--- src/sv/ook_tx_pkg.sv ---
// Package for the on-off keyed pulse-code transmitter.
// Item types, register indexes, reset values and widths shared by the RTL.
// No dependencies.
package ook_tx_pkg;

    localparam int MAX_BITS_DEF = 64;
    localparam int SYNC_UNITS   = 50;
    localparam int UNIT_CNT_W   = 6;
    localparam int TICK_W       = 16;
    localparam int REPEAT_W     = 8;
    localparam int CFG_IDX_W    = 2;
    localparam int CFG_DATA_W   = 16;

    localparam logic [TICK_W-1:0]   PULSE_UNIT_RST = TICK_W'(350);
    localparam logic [REPEAT_W-1:0] REPEAT_RST     = REPEAT_W'(5);

    typedef enum logic [CFG_IDX_W-1:0] {
        CFG_PULSE_UNIT = 2'd0,
        CFG_REPEAT     = 2'd1,
        CFG_TX_ENABLE  = 2'd2
    } cfg_reg_t;

    // req_type codes
    localparam logic REQ_LOAD = 1'b0;
    localparam logic REQ_TICK = 1'b1;

    typedef enum logic [2:0] {
        PH_IDLE = 3'b001,
        PH_BITS = 3'b010,
        PH_GAP  = 3'b100
    } phase_t;

    typedef struct packed {
        logic req_type;
        logic code_bit;
        logic last_bit;
    } in_item_t;

    typedef struct packed {
        logic line_level;
        logic sending;
        logic frame_done;
        logic load_rejected;
    } out_item_t;

endpackage

--- src/sv/pulse_code_ook_transmitter_unit.sv ---
// On-off keyed pulse-code transmitter, top level; depends on ook_tx_pkg.
// The result of each accepted item is registered in the output register.
// Throughput: one item per cycle; input stalls only while a result waits on a
// stalled output. The word sits in a rotating bit shift register, one bit per unit.
// Reset (rst_n low, async): idle, line low, word empty, registers at defaults.
module pulse_code_ook_transmitter_unit #(
    parameter int MaxBits = ook_tx_pkg::MAX_BITS_DEF
) (
    input  logic                                clk,
    input  logic                                rst_n,
    // configuration write port
    input  logic                                cfg_we,
    input  logic [ook_tx_pkg::CFG_IDX_W-1:0]    cfg_index,
    input  logic [ook_tx_pkg::CFG_DATA_W-1:0]   cfg_data,
    // input channel
    input  logic                                in_valid,
    output logic                                in_stall,
    input  ook_tx_pkg::in_item_t                in_item,
    // output channel
    output logic                                out_valid,
    input  logic                                out_stall,
    output ook_tx_pkg::out_item_t               out_item
);

    // word length counts up to MaxBits inclusive
    localparam int LenW = $clog2(MaxBits + 1);

    // ---------------------------------------------------------------
    // Configuration registers
    // ---------------------------------------------------------------
    logic [ook_tx_pkg::TICK_W-1:0]   pulse_unit_reg;
    logic [ook_tx_pkg::REPEAT_W-1:0] repeat_reg;
    logic                            tx_enable_reg;

    always_ff @(posedge clk or negedge rst_n)
    begin
        if (!rst_n)
        begin
            pulse_unit_reg <= ook_tx_pkg::PULSE_UNIT_RST;
            repeat_reg     <= ook_tx_pkg::REPEAT_RST;
            tx_enable_reg  <= 1'b0;
        end
        else if (cfg_we)
        begin
            unique case (cfg_index)
                ook_tx_pkg::CFG_PULSE_UNIT: pulse_unit_reg <= cfg_data;
                ook_tx_pkg::CFG_REPEAT:
                    repeat_reg <= cfg_data[ook_tx_pkg::REPEAT_W-1:0];
                ook_tx_pkg::CFG_TX_ENABLE:  tx_enable_reg <= cfg_data[0];
                default: ;  // unknown index: write dropped
            endcase
        end
    end

    // ---------------------------------------------------------------
    // Sequencer state
    // ---------------------------------------------------------------
    // code_reg holds the word; head (bit 0) is always the bit on the line
    // during the bits phase. Each bit advance rotates the first word_len
    // positions by one, so a full pass leaves the word back in place.
    logic [MaxBits-1:0]                code_reg, code_next, code_rot;
    logic [LenW-1:0]                   word_len_reg, word_len_next, len_m1;
    logic [LenW-1:0]                   bit_pos_reg, bit_pos_next, bit_pos_inc;
    logic [ook_tx_pkg::REPEAT_W-1:0]   reps_reg, reps_next, reps_inc;
    logic [ook_tx_pkg::TICK_W-1:0]     tick_reg, tick_next, tick_inc, unit_eff;
    logic [ook_tx_pkg::UNIT_CNT_W-1:0] ucnt_reg, ucnt_next, ucnt_inc;
    ook_tx_pkg::phase_t                phase_reg, phase_next;
    logic                              line_reg, line_next;
    logic                              done, rejected, busy;

    logic                              accept_in;
    logic                              out_valid_reg;
    ook_tx_pkg::out_item_t             out_item_reg;

    assign busy      = (phase_reg != ook_tx_pkg::PH_IDLE);
    assign in_stall  = out_valid_reg && out_stall;
    assign accept_in = in_valid && !in_stall;

    // a pulse unit of zero runs as one tick
    assign unit_eff    = (pulse_unit_reg == '0) ? ook_tx_pkg::TICK_W'(1) : pulse_unit_reg;
    assign len_m1      = word_len_reg - LenW'(1);
    assign bit_pos_inc = bit_pos_reg + LenW'(1);
    assign reps_inc    = reps_reg + ook_tx_pkg::REPEAT_W'(1);
    assign tick_inc    = tick_reg + ook_tx_pkg::TICK_W'(1);
    assign ucnt_inc    = ucnt_reg + ook_tx_pkg::UNIT_CNT_W'(1);

    // rotate the active part of the word by one place
    always_comb
    begin
        code_rot = code_reg >> 1;
        for (int i = 0; i < MaxBits; i++)
        begin
            if (LenW'(i) == len_m1)
                code_rot[i] = code_reg[0];
        end
    end

    always_comb
    begin
        code_next     = code_reg;
        word_len_next = word_len_reg;
        bit_pos_next  = bit_pos_reg;
        reps_next     = reps_reg;
        tick_next     = tick_reg;
        ucnt_next     = ucnt_reg;
        phase_next    = phase_reg;
        line_next     = line_reg;
        done          = 1'b0;
        rejected      = 1'b0;

        if (accept_in)
        begin
            if (in_item.req_type == ook_tx_pkg::REQ_LOAD)
            begin
                if (busy)
                begin
                    rejected = 1'b1;
                end
                else
                begin
                    if (word_len_reg >= LenW'(MaxBits))
                    begin
                        rejected = 1'b1;   // store full, bit dropped
                    end
                    else
                    begin
                        for (int i = 0; i < MaxBits; i++)
                        begin
                            if (LenW'(i) == word_len_reg)
                                code_next[i] = in_item.code_bit;
                        end
                        word_len_next = word_len_reg + LenW'(1);
                    end

                    if (in_item.last_bit)
                    begin
                        if (repeat_reg == '0 || !tx_enable_reg || word_len_next == '0)
                        begin
                            // sequence ends on the starting item
                            done          = 1'b1;
                            phase_next    = ook_tx_pkg::PH_IDLE;
                            line_next     = 1'b0;
                            word_len_next = '0;
                            bit_pos_next  = '0;
                            reps_next     = '0;
                            tick_next     = '0;
                            ucnt_next     = '0;
                        end
                        else
                        begin
                            phase_next   = ook_tx_pkg::PH_BITS;
                            bit_pos_next = '0;
                            reps_next    = '0;
                            tick_next    = '0;
                            ucnt_next    = '0;
                            // first bit may be the one written by this item
                            line_next    = (word_len_reg == '0) ? in_item.code_bit
                                                                : code_reg[0];
                        end
                    end
                end
            end
            else if (!busy)
            begin
                line_next = 1'b0;
            end
            else if (!tx_enable_reg)
            begin
                // disabled mid-sequence: finish at once
                done          = 1'b1;
                phase_next    = ook_tx_pkg::PH_IDLE;
                line_next     = 1'b0;
                word_len_next = '0;
                bit_pos_next  = '0;
                reps_next     = '0;
                tick_next     = '0;
                ucnt_next     = '0;
            end
            else if (tick_inc != '0 && tick_inc < unit_eff)
            begin
                tick_next = tick_inc;
            end
            else
            begin
                // unit boundary
                tick_next = '0;
                if (phase_reg == ook_tx_pkg::PH_BITS)
                begin
                    bit_pos_next = bit_pos_inc;
                    code_next    = code_rot;
                    if (bit_pos_inc >= word_len_reg || bit_pos_inc >= LenW'(MaxBits))
                    begin
                        phase_next = ook_tx_pkg::PH_GAP;
                        ucnt_next  = '0;
                        line_next  = 1'b0;
                    end
                    else
                    begin
                        line_next = code_rot[0];
                    end
                end
                else
                begin
                    ucnt_next = ucnt_inc;
                    line_next = 1'b0;
                    if (ucnt_inc >= ook_tx_pkg::UNIT_CNT_W'(ook_tx_pkg::SYNC_UNITS))
                    begin
                        reps_next = reps_inc;
                        if (reps_inc >= repeat_reg || reps_inc == '0)
                        begin
                            done          = 1'b1;
                            phase_next    = ook_tx_pkg::PH_IDLE;
                            word_len_next = '0;
                            bit_pos_next  = '0;
                            reps_next     = '0;
                            ucnt_next     = '0;
                        end
                        else
                        begin
                            // next pass over the word
                            phase_next   = ook_tx_pkg::PH_BITS;
                            bit_pos_next = '0;
                            ucnt_next    = '0;
                            line_next    = code_reg[0];
                        end
                    end
                end
            end
        end
    end

    // word bits: contents undefined until loaded, no reset
    always_ff @(posedge clk)
    begin
        code_reg <= code_next;
    end

    always_ff @(posedge clk or negedge rst_n)
    begin
        if (!rst_n)
        begin
            word_len_reg <= '0;
            bit_pos_reg  <= '0;
            reps_reg     <= '0;
            tick_reg     <= '0;
            ucnt_reg     <= '0;
            phase_reg    <= ook_tx_pkg::PH_IDLE;
            line_reg     <= 1'b0;
        end
        else
        begin
            word_len_reg <= word_len_next;
            bit_pos_reg  <= bit_pos_next;
            reps_reg     <= reps_next;
            tick_reg     <= tick_next;
            ucnt_reg     <= ucnt_next;
            phase_reg    <= phase_next;
            line_reg     <= line_next;
        end
    end

    // ---------------------------------------------------------------
    // Output register: one result item per accepted item
    // ---------------------------------------------------------------
    always_ff @(posedge clk or negedge rst_n)
    begin
        if (!rst_n)
            out_valid_reg <= 1'b0;
        else if (accept_in)
            out_valid_reg <= 1'b1;
        else if (!out_stall)
            out_valid_reg <= 1'b0;
    end

    always_ff @(posedge clk)
    begin
        if (accept_in)
        begin
            out_item_reg.line_level    <= line_next;
            out_item_reg.sending       <= (phase_next != ook_tx_pkg::PH_IDLE);
            out_item_reg.frame_done    <= done;
            out_item_reg.load_rejected <= rejected;
        end
    end

    assign out_valid = out_valid_reg;
    assign out_item  = out_item_reg;

    // ---------------------------------------------------------------
    // Assertions
    // ---------------------------------------------------------------
    // a completed sequence is never reported as still sending
    a_done_not_sending: assert property (@(posedge clk) disable iff (!rst_n)
        out_valid_reg |-> !(out_item_reg.frame_done && out_item_reg.sending))
        else $error("frame_done with sending set");

    // the line only goes high while bits are being sent
    a_line_low_off_bits: assert property (@(posedge clk) disable iff (!rst_n)
        (phase_reg == ook_tx_pkg::PH_IDLE || phase_reg == ook_tx_pkg::PH_GAP)
        |-> !line_reg)
        else $error("line high outside bit phase");

    // bit pointer stays inside the loaded word while sending bits
    a_bit_pos_in_word: assert property (@(posedge clk) disable iff (!rst_n)
        (phase_reg == ook_tx_pkg::PH_BITS) |-> (bit_pos_reg < word_len_reg))
        else $error("bit position past word length");

    // a refused load leaves the word length unchanged
    a_reject_keeps_len: assert property (@(posedge clk) disable iff (!rst_n)
        (accept_in && rejected && !done) |=> $stable(word_len_reg))
        else $error("rejected load changed word length");

endmodule

--- config.mk ---
export PLATFORM = sky130hd
export DESIGN_NAME = pulse_code_ook_transmitter_unit
export DESIGN_NICKNAME = d
export VERILOG_FILES = /design/src/sv/ook_tx_pkg.sv /design/src/sv/pulse_code_ook_transmitter_unit.sv
export SDC_FILE = /design/constraint.sdc
export NUM_CORES = 1
export LEC_CHECK = 0
export BUFFER_PORTS_ARGS = -buffer_cell sky130_fd_sc_hd__buf_2
export CAP_MARGIN = 20
export CORE_MARGIN = 2
export CORE_UTILIZATION = 35
export DETAILED_ROUTE_END_ITERATION = 12
export HOLD_SLACK_MARGIN = 0.06
export SYNTH_ARGS = -nofsm -noshare
export SYNTH_HDL_FRONTEND = slang
export SYNTH_SLANG_ARGS = --single-unit
--- constraint.sdc ---
create_clock -name clk -period 7 [get_ports clk]
set_clock_uncertainty 0.15 [all_clocks]
set_input_delay 0.35 -clock clk [delete_from_list [all_inputs] [get_ports clk]]
set_output_delay 0.35 -clock clk [all_outputs]
set_load 0.02 [all_outputs]
; ---- Word level (Yosys, flattened, before mapping)
; Cells that the tools add are included.
[totals]
ff_bits = 142
latch_bits = 0
ram_bits = 0
mem_bits_ro = 0
in_bits = 26
output_inout_bits = 6
word_cells = 608
mem_count = 0
[op_classes]
addsub = 6
multipliers = 0
n_div = 0
n_lt_le_gt_ge = 6
n_eq_ne = 144
shift = 0
mux = 220
n_bitwise = 0
reduce_logical = 153
[ops]
columns = cell, n
row1 = $reduce_and A8 Y1, 63
row2 = $eq A6 B7 Y1 const A, 64
row3 = $mux W64, 7
row4 = $eq A5 B7 Y1 const A, 32
row5 = $mux W1, 154
row6 = $mux W7, 22
row7 = $reduce_bool A2 Y1, 64
row8 = $eq A4 B7 Y1 const A, 16
row9 = $mux W16, 7
row10 = $mux W8, 9
row11 = $eq A3 B7 Y1 const A, 8
row12 = $mux W6, 9
row13 = $mux W3, 10
row14 = $eq A2 B7 Y1 const A, 4
row15 = $logic_not A7 Y1, 3
row16 = $reduce_and A7 Y1, 3
row17 = $add A16 B1 Y16 const B, 1
row18 = $logic_not A16 Y1, 1
row19 = $logic_not A8 Y1, 2
row20 = $lt A16 B16 Y1, 1
row21 = $reduce_bool A16 Y1, 1
row22 = $add A7 B1 Y7 const B, 2
row23 = $eq A1 B7 Y1 const A, 2
row24 = $ge A7 B7 Y1 const B, 2
row25 = 24 further kinds, 42

; ---- Depth between registers and ports, before layout
; Gate-level depths: netlist of the first run.
[logic_depth]
depth_word = 13
mapped_depth = 17
depth_no_buf = 14

; ---- Worst setup path after synthesis of the first run
; No wires, ideal clock.
[synth_path]
kind = reg2reg
from = register tick_reg[0] in the netlist's numbering
to = register out_item_reg (netlist bit out_item[2]) (data pin)
setup_time_ns = 0.265
arrival_time_ns = 3.293
required_ns = 6.585
setup_slack_ns = 3.291
path_stages_with_launch = 15
n_path_buf = 1
period_less_slack_ns = 3.709
cell_sequence = dfrtp_1 ha_1 nand2_1 nor3_4 and2_4 xor2_1 ha_1 and4_1 and3_1 nor3b_1 a311o_2 buf_6 and2_4 a22o_1 or3_1
[synth_between]
elab_chain_cells = 9
[synth_rtl]
columns = item, line
row1 = from (decl), pulse_code_ook_transmitter_unit.sv:65  ; logic [ook_tx_pkg::TICK_W-1:0] tick_reg, tick_next, tick_inc, unit_eff;
row2 = from (signal assigned), pulse_code_ook_transmitter_unit.sv:255  ; tick_reg <= tick_next;
row3 = $add A16 B1 Y16 (*), pulse_code_ook_transmitter_unit.sv:84  ; assign tick_inc = tick_reg + ook_tx_pkg::TICK_W'(1);
row4 = $lt A16 B16 Y1 or $reduce_bool A16 Y1 (tied branches), pulse_code_ook_transmitter_unit.sv:179  ; else if (tick_inc != '0 && tick_inc < unit_eff)
row5 = $logic_and A1 B1 Y1 (*), pulse_code_ook_transmitter_unit.sv:179
row6 = $mux W3 (*), pulse_code_ook_transmitter_unit.sv:179
row7 = $mux W3 (*), pulse_code_ook_transmitter_unit.sv:167  ; else if (!tx_enable_reg)
row8 = $mux W3 (*), pulse_code_ook_transmitter_unit.sv:163  ; else if (!busy)
row9 = $mux W3 (*), pulse_code_ook_transmitter_unit.sv:113  ; if (in_item.req_type == ook_tx_pkg::REQ_LOAD)
row10 = $mux W3 (*), pulse_code_ook_transmitter_unit.sv:111  ; if (accept_in)
row11 = via phase_next[2], pulse_code_ook_transmitter_unit.sv:67  ; ook_tx_pkg::phase_t phase_reg, phase_next;
row12 = $ne A3 B1 Y1 (*), pulse_code_ook_transmitter_unit.sv:280  ; out_item_reg.sending <= (phase_next != ook_tx_pkg::PH_IDLE);
row13 = to (decl), pulse_code_ook_transmitter_unit.sv:73  ; ook_tx_pkg::out_item_t out_item_reg;
; The timed path passes the listed nets; every way through them passes the cells marked *.
; A chain may end at the register's enable or synchronous reset.

; ---- Worst setup path in the final report of the first run
[layout_path]
from = register tick_reg[3] in the netlist's numbering
to = register code_reg[60] (enable)
[layout_between]
elab_chain_cells = 5
[layout_rtl]
columns = item, line
row1 = $add A16 B1 Y16 (*), pulse_code_ook_transmitter_unit.sv:84
row2 = $lt A16 B16 Y1 or $reduce_bool A16 Y1 (tied branches), pulse_code_ook_transmitter_unit.sv:179
row3 = $logic_and A1 B1 Y1 (*), pulse_code_ook_transmitter_unit.sv:179
row4 = $ne A2 B2 Y1 (no line) (*), --
row5 = $reduce_and A8 Y1 (no line) (*), --
row6 = to (signal assigned), pulse_code_ook_transmitter_unit.sv:235  ; code_reg <= code_next;
row7 = to (decl), pulse_code_ook_transmitter_unit.sv:61  ; logic [MaxBits-1:0] code_reg, code_next, code_rot;
; Every way passes the cells marked *; elsewhere a longest branch is shown, timed or not.

==> results of run 1 <==
[how the worst max path moves through the flow]
stage | startpoint | end | cells after the start
3_5_place_dp | tick_reg[3]$_DFFE_PN0P_ | code_reg[33]$_DFFE_PP_ | 14
5_1_grt | tick_reg[3]$_DFFE_PN0P_ | code_reg[60]$_DFFE_PP_ | 14
4_1_cts | tick_reg[3]$_DFFE_PN0P_ | code_reg[33]$_DFFE_PP_ | 14
2_1_floorplan | tick_reg[0]$_DFFE_PN0P_ | out_item[2]$_DFFE_PP_ | 14
6_report | tick_reg[3]$_DFFE_PN0P_ | code_reg[60]$_DFFE_PP_ | 14
3_3_place_gp | tick_reg[3]$_DFFE_PN0P_ | code_reg[49]$_DFFE_PP_ | 14
[stage by stage]
| step | total power, mW | area [sq um] | hold slack (ns) |
|---|---|---|---|
| after floorplan | 1.52 | 9510 | -0.0956 |
| after global placement | 1.73 | 9860 | 0.348 |
| after detailed placement | 1.74 | 9870 | 0.356 |
| after CTS | 2.67 | 10600 | 0.140 |
| after global routing | 2.80 | 10600 | 0.154 |
| final | 2.65 | 10600 | 0.149 |
[tightest hold or removal path: stages]
cell and delay, ns:
buf_2 0.11, nand3b_1 0.08, mux2_2 0.14
[metal layers]
metal / track usage [%] / part of all wire, % / up-vias
met5: 0 / 0 / -
met4: 5.10 / 1.5 / 0
met3: 2.76 / 4.2 / 27
met2: 27.7 / 47 / 193
met1: 24.5 / 47 / 3864
li1: - / - / 3885
[kinds of logic (layout without fill, tap and decap cells)]
group | after synthesis | in the layout | share of synthesized area (%)
xor gates and xnor gates | 30 | 30 | 2.76
adders and majority gates | 44 | 44 | 5.79
DFF | 142 | 142 | 41.1
and+or+nand+nor | 372 | 372 | 18.9
muxes | 78 | 78 | 8.36
buffers and inverters | 115 | 137 | 5.19
AOI/OAI and AO/OA | 290 | 290 | 17.9
[layout make-up]
cell class                 instances  area share, %
sequential                       142           36.7
clock buffer                      17           4.00
tap                              341           4.01
timing repair buffer              59           3.93
multi-input combinational        814           48.3
clock inverter                    15           1.44
inverter                          46           1.62
[Yosys cell counts, types with 16 or more instances]
master | number | share of area (%)
nand3_1 | 22 | 1.2
o21ai_0 | 61 | 3.2
inv_1 | 41 | 1.6
ha_1 | 44 | 5.8
clkbuf_1 | 51 | 2.0
mux2i_1 | 67 | 7.1
a21oi_1 | 148 | 7.8
xnor2_1 | 16 | 1.5
edfxtp_1 | 68 | 21
nor2_1 | 146 | 5.8
nand2_1 | 81 | 3.2
dfrtp_1 | 65 | 17
[report_power, final]
group	internal, mW	switching (mW)
clock	0.502	0.408
sequential	0.948	0.0719
combinational	0.234	0.490
[timing repair]
action	in CTS	in global routing
hold buffers	19	0
gates resized for setup	0	0
endpoints found under the hold margin	89	0
buffers inserted	0	0
==> impl_metrics.py, run 1 <==
metrics = {
    "synthesis": {
        "synth-edff-count": 68,
        "netlist_area_sq_um": 9510,
        "syn_nets": 1141,
        "netlist_instances": 1071,
        "synthDistinctLibCells": 72,
        "async_flop_share_pct": 52.1,
        "yosys_most_used_dff": "edfxtp_1",
        "ys_ff_latch": 142,
        "ys_seq_area_share_pct": 41.1,
        "yosysWarnings": 0,
        "avgSynthCellArea_sq_um": 8.88,
    },
    "finish": {
        "nets": 1150,
        "antennaDiodeCount": 0,
        "drive_gt1_share_pct": 10.8,
        "regArea_sq_um": 3910,
        "fin_util_pct": 39.7,
        "largest_reg_flops": 64,
        "stdcell_count": 1434,
        "syn_to_final_growth_pct": 11.9,
        "multi_input_area_sq_um": 5130,
        "layout_common_cells": "148 x a21oi_1, 144 x nor2_1, 81 x nand2_1",
        "layout_commonest_cell": "a21oi_1",
        "fill_cells": 2687,
    },
    "critical_path": {
        "slowest_stage": "or4b_2",
        "r2r_setup_slack_ns": 2.39,
        "crit_chain": "nand4_2, nor3_2, nand4_1, xor2_1, inv_1, ha_1, and4_1, and3_1, nor3b_1, a311o_2, a31oi_1, or4b_2, buf_4, nor2_1",
        "critPathCaptureType": "register",
        "r2r-end": "code_reg[60]$_DFFE_PP_",
        "rr_startpoint": "tick_reg[3]$_DFFE_PN0P_",
        "path_buf_inv": 2,
        "worst-path-max-fanout": 62,
        "critPathRequiredTime_ns": 6.98,
        "worstPathArrival_ns": 4.59,
        "cpPeakStageDelay_ns": 0.67,
        "rr_worst_depth": 14,
        "critical_path_class": "reg2reg",
        "critPathTopFamily": "simple AND/OR/NAND/NOR gates",
        "critPathLaunchType": "register",
    },
    "die": {
        "die_w_um": 169,
        "fp-row-count": 60,
        "dieArea_sq_um": 28500,
        "floorplan.initialDensity_pct": 35.5,
        "ios": 32,
        "die_height_um": 169,
        "core_area_sq_um": 26800,
    },
    "worst_hold_path": {
        "hold_depth": 3,
        "worstHoldStart": "cfg_we",
        "min_to": "tx_enable_reg$_DFFE_PN0P_",
        "min_path_type": "in2reg",
    },
    "routing": {
        "vias": 7969,
        "drt_pre_antenna_iters": 5,
        "drt_iter0_markers": 718,
        "via_per_inst": 5.56,
        "drc_errors": 0,
        "ant_nets": 0,
        "routedWlPerCell_um": 16.9,
        "drt_wl_total_mm": 24.2,
    },
    "pwr": {
        "ir_drop_uv": 161,
        "p_leak_nw": 4.13,
        "power_density_nw_per_um2": 250,
    },
    "clocking": {
        "clock_latency_ns": 0.43,
        "cts_buffers": 17,
        "root_buffer": "clkbuf_16",
        "cts_tree": "yes",
        "cts_sinks": 142,
        "h-tree-depth": 4,
        "clk_pin_slew_worst_paths_ns": 0.06,
        "clock_path_buffers": 2,
    },
    "place": {
        "dp.cells": 1383,
        "dp_hpwl_mm": 15.9,
        "port_buffers": 31,
        "gp_congestion": 0.847,
        "post-place-ws_ns": 2.45,
    },
    "global_route": {
        "grt_pass1_vias": 7648,
        "grt_max_degree": 87,
        "grt_pass1_wl_mm": 40.0,
        "gr-total-overflow": 0,
        "grt_antenna_before_repair": 0,
        "grt_usage_pct": 17.4,
    },
    "timing": {
        "final-max-slew-violation-count": 0,
        "tightest_slew_ns": 0.997,
        "timing.fmax_mhz": 217,
        "rsz0062_at_grt": "false",
        "tns_ns": 0,
        "setup_violations": 0,
        "fin_crit_ns": 4.61,
        "worst_slack_ns": 2.39,
        "finalHoldViolations": 0,
        "max_slew_margin_pct": 33.5,
        "min_period_over_period_pct": 65.9,
    },
    "run_status": {
        "outcome": "complete, no violations",
    },
    "run": {
        "maxCapViolCount": 0,
    },
}
Power figures use the tool's default switching activity.
==> run 2: changes to the inputs <==
--- a/config.mk
+++ b/config.mk
@@ -5,6 +5,7 @@
 export SDC_FILE = /design/constraint.sdc
 export NUM_CORES = 1
 export LEC_CHECK = 0
+export ABC_AREA = 1
 export BUFFER_PORTS_ARGS = -buffer_cell sky130_fd_sc_hd__buf_2
 export CAP_MARGIN = 20
 export CORE_MARGIN = 2
==> constraint.sdc (replaced) <==
create_clock -name clk -period 4.8 [get_ports clk]
set_clock_uncertainty 0.15 [all_clocks]
set_input_delay 0.24 -clock clk [delete_from_list [all_inputs] [get_ports clk]]
set_output_delay 0.24 -clock clk [all_outputs]
set_load 0.02 [all_outputs]
==> run 2 against run 1 <==
Global-route usage is 0.14 points higher. Critical endpoint is now code_reg[20]$_DFFE_PP_. Via count is 7.2% higher. Critical path depth is 1 higher. Clock power is 45% higher. Die area is 0.50% higher. Count of clock-buffer cells in the layout is 2 higher.
==> impl_metrics.py, run 2 <==
metrics = {
    "die": {
        "die_w_um": 169,
        "ios": 32,
        "die_height_um": 169,
        "floorplan.initialDensity_pct": 35.6,
        "core_area_sq_um": 26900,
        "dieArea_sq_um": 28600,
        "fp-row-count": 60,
    },
    "global_route": {
        "gr-total-overflow": 0,
        "grt_max_degree": 75,
        "grt_pass1_wl_mm": 41.0,
        "grt_usage_pct": 17.6,
        "grt_antenna_before_repair": 1,
        "grt_pass1_vias": 8089,
    },
    "synthesis": {
        "synthDistinctLibCells": 42,
        "ys_seq_area_share_pct": 40.9,
        "yosys_most_used_dff": "edfxtp_1",
        "synth_top_area_share_pct": 21.4,
        "synth_most_common_cell": "nor2_1",
        "syn_nets": 1366,
        "synth_top_area_cell": "edfxtp_1",
        "yosysWarnings": 0,
        "synthTopCellsByCount": "233 x nor2_1, 188 x nand2_1, 162 x o21ai_0, 155 x inv_1, 93 x a21oi_1",
        "async_flop_share_pct": 52.1,
        "netlist_top_cells_area": "edfxtp_1 21%, dfrtp_1 17%, nor2_1 9.2%, o21ai_0 8.5%, nand2_1 7.4%",
        "ys_ff_latch": 142,
        "synth-edff-count": 68,
        "netlist_instances": 1296,
        "netlist_area_sq_um": 9560,
        "avgSynthCellArea_sq_um": 7.37,
    },
    "critical_path": {
        "cpPeakStageDelay_ns": 0.41,
        "critPathRequiredTime_ns": 4.77,
        "critPathLaunchType": "register",
        "critPathCaptureType": "register",
        "worstPathArrival_ns": 3.70,
        "worst-path-max-fanout": 62,
        "critical_path_class": "reg2reg",
        "crit_chain": "ha_1, nand3_2, nor2_4, nand4_1, xor2_1, inv_1, ha_1, nand4_1, o221ai_1, nor2_2, nand2_4, inv_6, o21ai_4, nand2_4, nor2_1",
        "slowest_stage": "dfrtp_1",
    },
    "clocking": {
        "clk_pin_slew_worst_paths_ns": 0.07,
        "cts.hold.buffers_added": 21,
        "clock_path_buffers": 2,
        "h-tree-depth": 4,
        "cts_sinks": 142,
        "root_buffer": "clkbuf_16",
        "cts_buffers": 17,
        "cts_tree": "yes",
        "cts_setup_buffers": 0,
        "post_cts_resized": 0,
        "clock_latency_ns": 0.42,
    },
    "finish": {
        "syn_to_final_growth_pct": 12.8,
        "layout_commonest_cell": "nor2_1",
        "nets": 1389,
        "layout_common_cells": "233 x nor2_1, 188 x nand2_1, 162 x o21ai_0",
        "drive_gt1_share_pct": 8.41,
        "largest_reg_flops": 64,
        "fill_cells": 2700,
    },
    "timing": {
        "final-max-slew-violation-count": 0,
        "min_period_over_period_pct": 77.8,
        "setup_violations": 0,
        "finalHoldViolations": 0,
        "tightest_slew_ns": 1.10,
        "fin_crit_ns": 3.74,
        "rsz0062_at_grt": "false",
        "max_slew_margin_pct": 26.5,
        "tns_ns": 0,
        "timing.fmax_mhz": 268,
    },
    "pwr": {
        "p_int_mw": 2.53,
        "power_frac_comb_pct": 33.2,
        "power_density_nw_per_um2": 396,
        "p_clk_share_pct": 31.0,
        "p_leak_nw": 4.63,
        "ir_drop_uv": 248,
        "seqPwrFrac_pct": 35.8,
        "fin_total_pwr_mw": 4.26,
        "sw_frac_of_total_pct": 40.7,
        "p_switching_mw": 1.74,
    },
    "routing": {
        "routedWlPerCell_um": 14.5,
        "vias": 8541,
        "drc_errors": 0,
        "ant_nets": 0,
        "drt_wl_total_mm": 24.3,
        "drt_pre_antenna_iters": 7,
        "drt_iter0_markers": 729,
        "via_per_inst": 5.10,
    },
    "run": {
        "maxCapViolCount": 0,
    },
    "run_status": {
        "outcome": "complete, no violations",
    },
    "place": {
        "gp_congestion": 0.882,
        "port_buffers": 31,
        "dp_hpwl_mm": 16.2,
    },
    "worst_hold_path": {
        "min_path_type": "in2reg",
    },
}
[run 2: cell count changes after synthesis, sizes merged, moves of 15 or more]
| cell | change |
|---|---|
| and3 | -16 |
| a21oi | -58 |
| nor3 | +59 |
| o21ai | +116 |
| inv | +114 |
| nor2 | +97 |
| nand2 | +113 |
| xnor2 | -15 |
| mux2i | -67 |
[run 2: through the flow]
| stage | hold WS (ns) | cells | util, % | worst slack [ns] | area (sq um) |
|---|---|---|---|---|---|
| 6_report | 0.102 | 1674 | 40.1 | 1.06 | 10800 |
| 3_3_place_gp | 0.290 | 1618 | 37.0 | 1.25 | 9950 |
| 5_1_grt | 0.138 | 1673 | 40.1 | 0.776 | 10800 |
| 3_5_place_dp | 0.307 | 1619 | 37.0 | 1.12 | 9960 |
| 2_1_floorplan | -0.206 | 1296 | - | 1.82 | 9560 |
| 4_1_cts | 0.0869 | 1672 | 40.0 | 1.11 | 10700 |
[run 2: layout make-up]
type                    instances  area [sq um]  area share, %
flip-flops and latches        142          3910           36.2
clock inverters                13           115           1.07
well taps                     341           427           3.96
multi-input cells             936          4780           44.4
inverters                     157           594           5.51
repair buffers                 65           485           4.50
clock buffers                  19           464           4.31
diodes                          1          2.50         0.0232
[run 2: worst max-delay path, delay by kind of cell, from the launching register on]
family	cells	cell delay [ns]
DFF	1	0.41
xor gates and xnor gates	1	0.26
AOI/OAI and AO/OA	2	0.36
buffers and inverters	2	0.16
adders and majority gates	2	0.53
and+or+nand+nor	8	1.48
[run 2: cells by family after synthesis]
kind of cell | synth area share, %
fa+ha+maj | 5.76
xor+xnor | 2.20
compound gates | 16.6
simple gates | 25.3
buf+inv | 9.24
flops | 40.9
[run 2: metal layers]
layer,up-vias,global-route usage (%),share of wire [%]
met3,17,3.22,5.2
met4,0,4.24,1.1
met2,222,27.7,45
li1,4341,-,-
met5,-,0,0
met1,3961,25.0,49
[run 2: worst paths after layout]
| path | start | endpoint | slack (ns) | depth (start not counted) |
|---|---|---|---|---|
| worst min-delay path | in_item[1] | code_reg[0]$_DFFE_PP_ | 0.10 | 3 |
| worst max register to register | tick_reg[1]$_DFFE_PN0P_ | code_reg[20]$_DFFE_PP_ | 1.06 | 15 |
| worst max-delay path | tick_reg[1]$_DFFE_PN0P_ | code_reg[20]$_DFFE_PP_ | 1.06 | 15 |
| worst min register to register | pulse_unit_reg[6]$_DFFE_PN1P_ | pulse_unit_reg[6]$_DFFE_PN1P_ | 0.35 | 2 |
| min in group asynchronous | rst_n | repeat_reg[6]$_DFFE_PN0P_ | 0.36 | 2 |
| max in group asynchronous | rst_n | bit_pos_reg[5]$_DFFE_PN0P_ | 3.52 | 2 |
[run 2: power groups by stage]
stage               registers (mW)  logic (mW)  clock network, mW
floorplan                     1.52        1.05                  0
global placement              1.54        1.36                  0
detailed placement            1.55        1.38                  0
CTS                           1.52        1.41               1.35
global route                  1.54        1.61               1.40
finish                        1.53        1.42               1.32
==> run 3: changes to the inputs <==
==> constraint.sdc (replaced) <==
create_clock -name clk -period 3.7 [get_ports clk]
set_clock_uncertainty 0.15 [all_clocks]
set_input_delay 0.185 -clock clk [delete_from_list [all_inputs] [get_ports clk]]
set_output_delay 0.185 -clock clk [all_outputs]
set_load 0.02 [all_outputs]
==> run 3 against run 2 <==
Setup slack lost 0.86 ns. Register-to-register slack worse by 0.86 ns. Non-clock buffer count increased by 13. Sequential share of layout area decreased by 0.37 points. Via count increased by 0.76%. Final cell count grew 0.72%. First-iteration DRC count is 11% higher. Largest power group unchanged. Count of clock-buffer cells in the layout down 1. Critical path type unchanged. Utilization grew 0.41 points.
==> impl_metrics.py, run 3 (synthesized netlist as in run 2, its figures left out) <==
metrics = {
    "timing": {
        "min_period_over_period_pct": 94.5,
        "timing.fmax_mhz": 286,
        "rsz0062_at_grt": "false",
        "tightest_slew_ns": 1.02,
        "tns_ns": 0,
        "setup_violations": 0,
        "max_slew_margin_pct": 32.1,
        "fin_crit_ns": 3.50,
        "finalHoldViolations": 0,
        "final-max-slew-violation-count": 0,
    },
    "finish": {
        "stdcell_count": 1686,
        "nets": 1402,
        "syn_to_final_growth_pct": 13.9,
        "layout_common_cells": "233 x nor2_1, 188 x nand2_1, 162 x o21ai_0",
        "fin_util_pct": 40.5,
        "largest_reg_flops": 64,
        "layout_commonest_cell": "nor2_1",
        "antennaDiodeCount": 0,
        "drive_gt1_share_pct": 9.29,
    },
    "pwr": {
        "seqPwrFrac_pct": 35.2,
        "p_clk_share_pct": 30.9,
        "fin_total_pwr_mw": 5.61,
        "power_frac_comb_pct": 33.9,
        "p_int_mw": 3.34,
        "p_leak_nw": 4.69,
        "ir_drop_uv": 396,
        "power_density_nw_per_um2": 515,
        "p_switching_mw": 2.27,
        "sw_frac_of_total_pct": 40.5,
    },
    "clocking": {
        "clk_pin_slew_worst_paths_ns": 0.07,
        "root_buffer": "clkbuf_16",
        "cts_tree": "yes",
        "clock_latency_ns": 0.44,
        "cts_sinks": 142,
        "cts_buffers": 17,
        "h-tree-depth": 4,
        "clock_path_buffers": 2,
    },
    "place": {
        "dp_hpwl_mm": 16.4,
        "gp_congestion": 0.896,
        "dp.cells": 1630,
        "port_buffers": 31,
    },
    "die": {
        "ios": 32,
        "dieArea_sq_um": 28600,
        "core_area_sq_um": 26900,
        "fp-row-count": 60,
        "die_w_um": 169,
        "die_height_um": 169,
        "floorplan.initialDensity_pct": 35.6,
    },
    "global_route": {
        "grt_pass1_wl_mm": 41.5,
        "grt_pass1_vias": 8181,
        "grt_usage_pct": 17.8,
        "grt_antenna_before_repair": 1,
        "grt_max_degree": 80,
        "gr-total-overflow": 0,
    },
    "routing": {
        "drc_errors": 0,
        "drt_iter0_markers": 811,
        "drt_wl_total_mm": 24.6,
        "routedWlPerCell_um": 14.6,
        "via_per_inst": 5.10,
        "ant_nets": 0,
        "vias": 8606,
        "drt_pre_antenna_iters": 8,
    },
    "critical_path": {
        "critPathRequiredTime_ns": 3.69,
        "critPathCaptureType": "register",
        "worst-path-max-fanout": 27,
        "worstPathArrival_ns": 3.49,
        "critPathLaunchType": "register",
        "critical_path_class": "reg2reg",
        "r2r_setup_slack_ns": 0.20,
    },
    "worst_hold_path": {
        "min_path_type": "in2reg",
    },
    "run": {
        "maxCapViolCount": 0,
    },
    "run_status": {
        "outcome": "complete, no violations",
    },
}
## run 3: worst max-delay path, stage by stage (launching register included)
cell and delay (ns):
dfrtp_1 0.42, ha_1 0.23, nand3_2 0.14, nor2_4 0.16, nand4_1 0.15, xor2_2 0.25
inv_1 0.07, ha_1 0.29, nand4_1 0.12, o221ai_1 0.22, nor2_2 0.09, nand2_4 0.13
inv_6 0.07, o21ai_4 0.16, nand2_4 0.18, buf_12 0.23, nor2_1 0.13
## run 3: area by class of cell
| type | count | area, sq um |
|---|---|---|
| multi-input cells | 936 | 4790 |
| inverters | 157 | 594 |
| repair buffers | 78 | 593 |
| clock inverters | 14 | 148 |
| clock buffers | 18 | 429 |
| flip-flops and latches | 142 | 3910 |
| fillers | 2751 | 16000 |
| well taps | 341 | 427 |
## run 3: path summary, 6_finish.rpt
| kind | startpoint | end | depth (start not counted) |
|---|---|---|---|
| setup / recovery | tick_reg[0]$_DFFE_PN0P_ | code_reg[39]$_DFFE_PP_ | 16 |
| hold / removal | in_item[0] | line_reg$_DFF_PN0_ | 7 |
| setup reg to reg | tick_reg[0]$_DFFE_PN0P_ | code_reg[39]$_DFFE_PP_ | 16 |
| hold reg to reg | pulse_unit_reg[2]$_DFFE_PN1P_ | pulse_unit_reg[2]$_DFFE_PN1P_ | 2 |
| max in group asynchronous | rst_n | ucnt_reg[5]$_DFFE_PN0P_ | 2 |
| min in group asynchronous | rst_n | repeat_reg[7]$_DFFE_PN0P_ | 2 |
## run 3: metrics by stage
step / hold slack [ns] / worst slack, ns / cell area [sq um]
final: 0.158 / 0.203 / 10900
after global routing: 0.184 / 0.00672 / 10900
after CTS: 0.155 / 0.187 / 10900
after detailed placement: 0.238 / 0.207 / 10100
after global placement: 0.233 / 0.355 / 10100
after floorplan: -0.261 / 0.724 / 9560
## run 3: power groups by stage
stage	combinational, mW	clock, mW	sequential, mW
floorplan	1.36	0	1.97
global placement	1.83	0	2.00
detailed placement	1.86	0	2.00
CTS	1.89	1.76	1.97
global route	2.18	1.82	2.00
finish	1.90	1.73	1.97
## run 3: repair_timing
action | in CTS | in global routing
hold endpoints to repair | 92 | 0
hold buffers | 22 | 0
setup buffers | 0 | 2
setup endpoints to repair | 0 | 39
resized for setup | 0 | 2
## run 3: per-layer routing
layer  wire length, um  share of wire (%)  global-route usage, %
met1             11900                 48                   25.3
met2             11300                 46                   28.4
met3              1150                4.7                   2.94
met4               285                1.2                   4.38
met5                 0                  0                      0
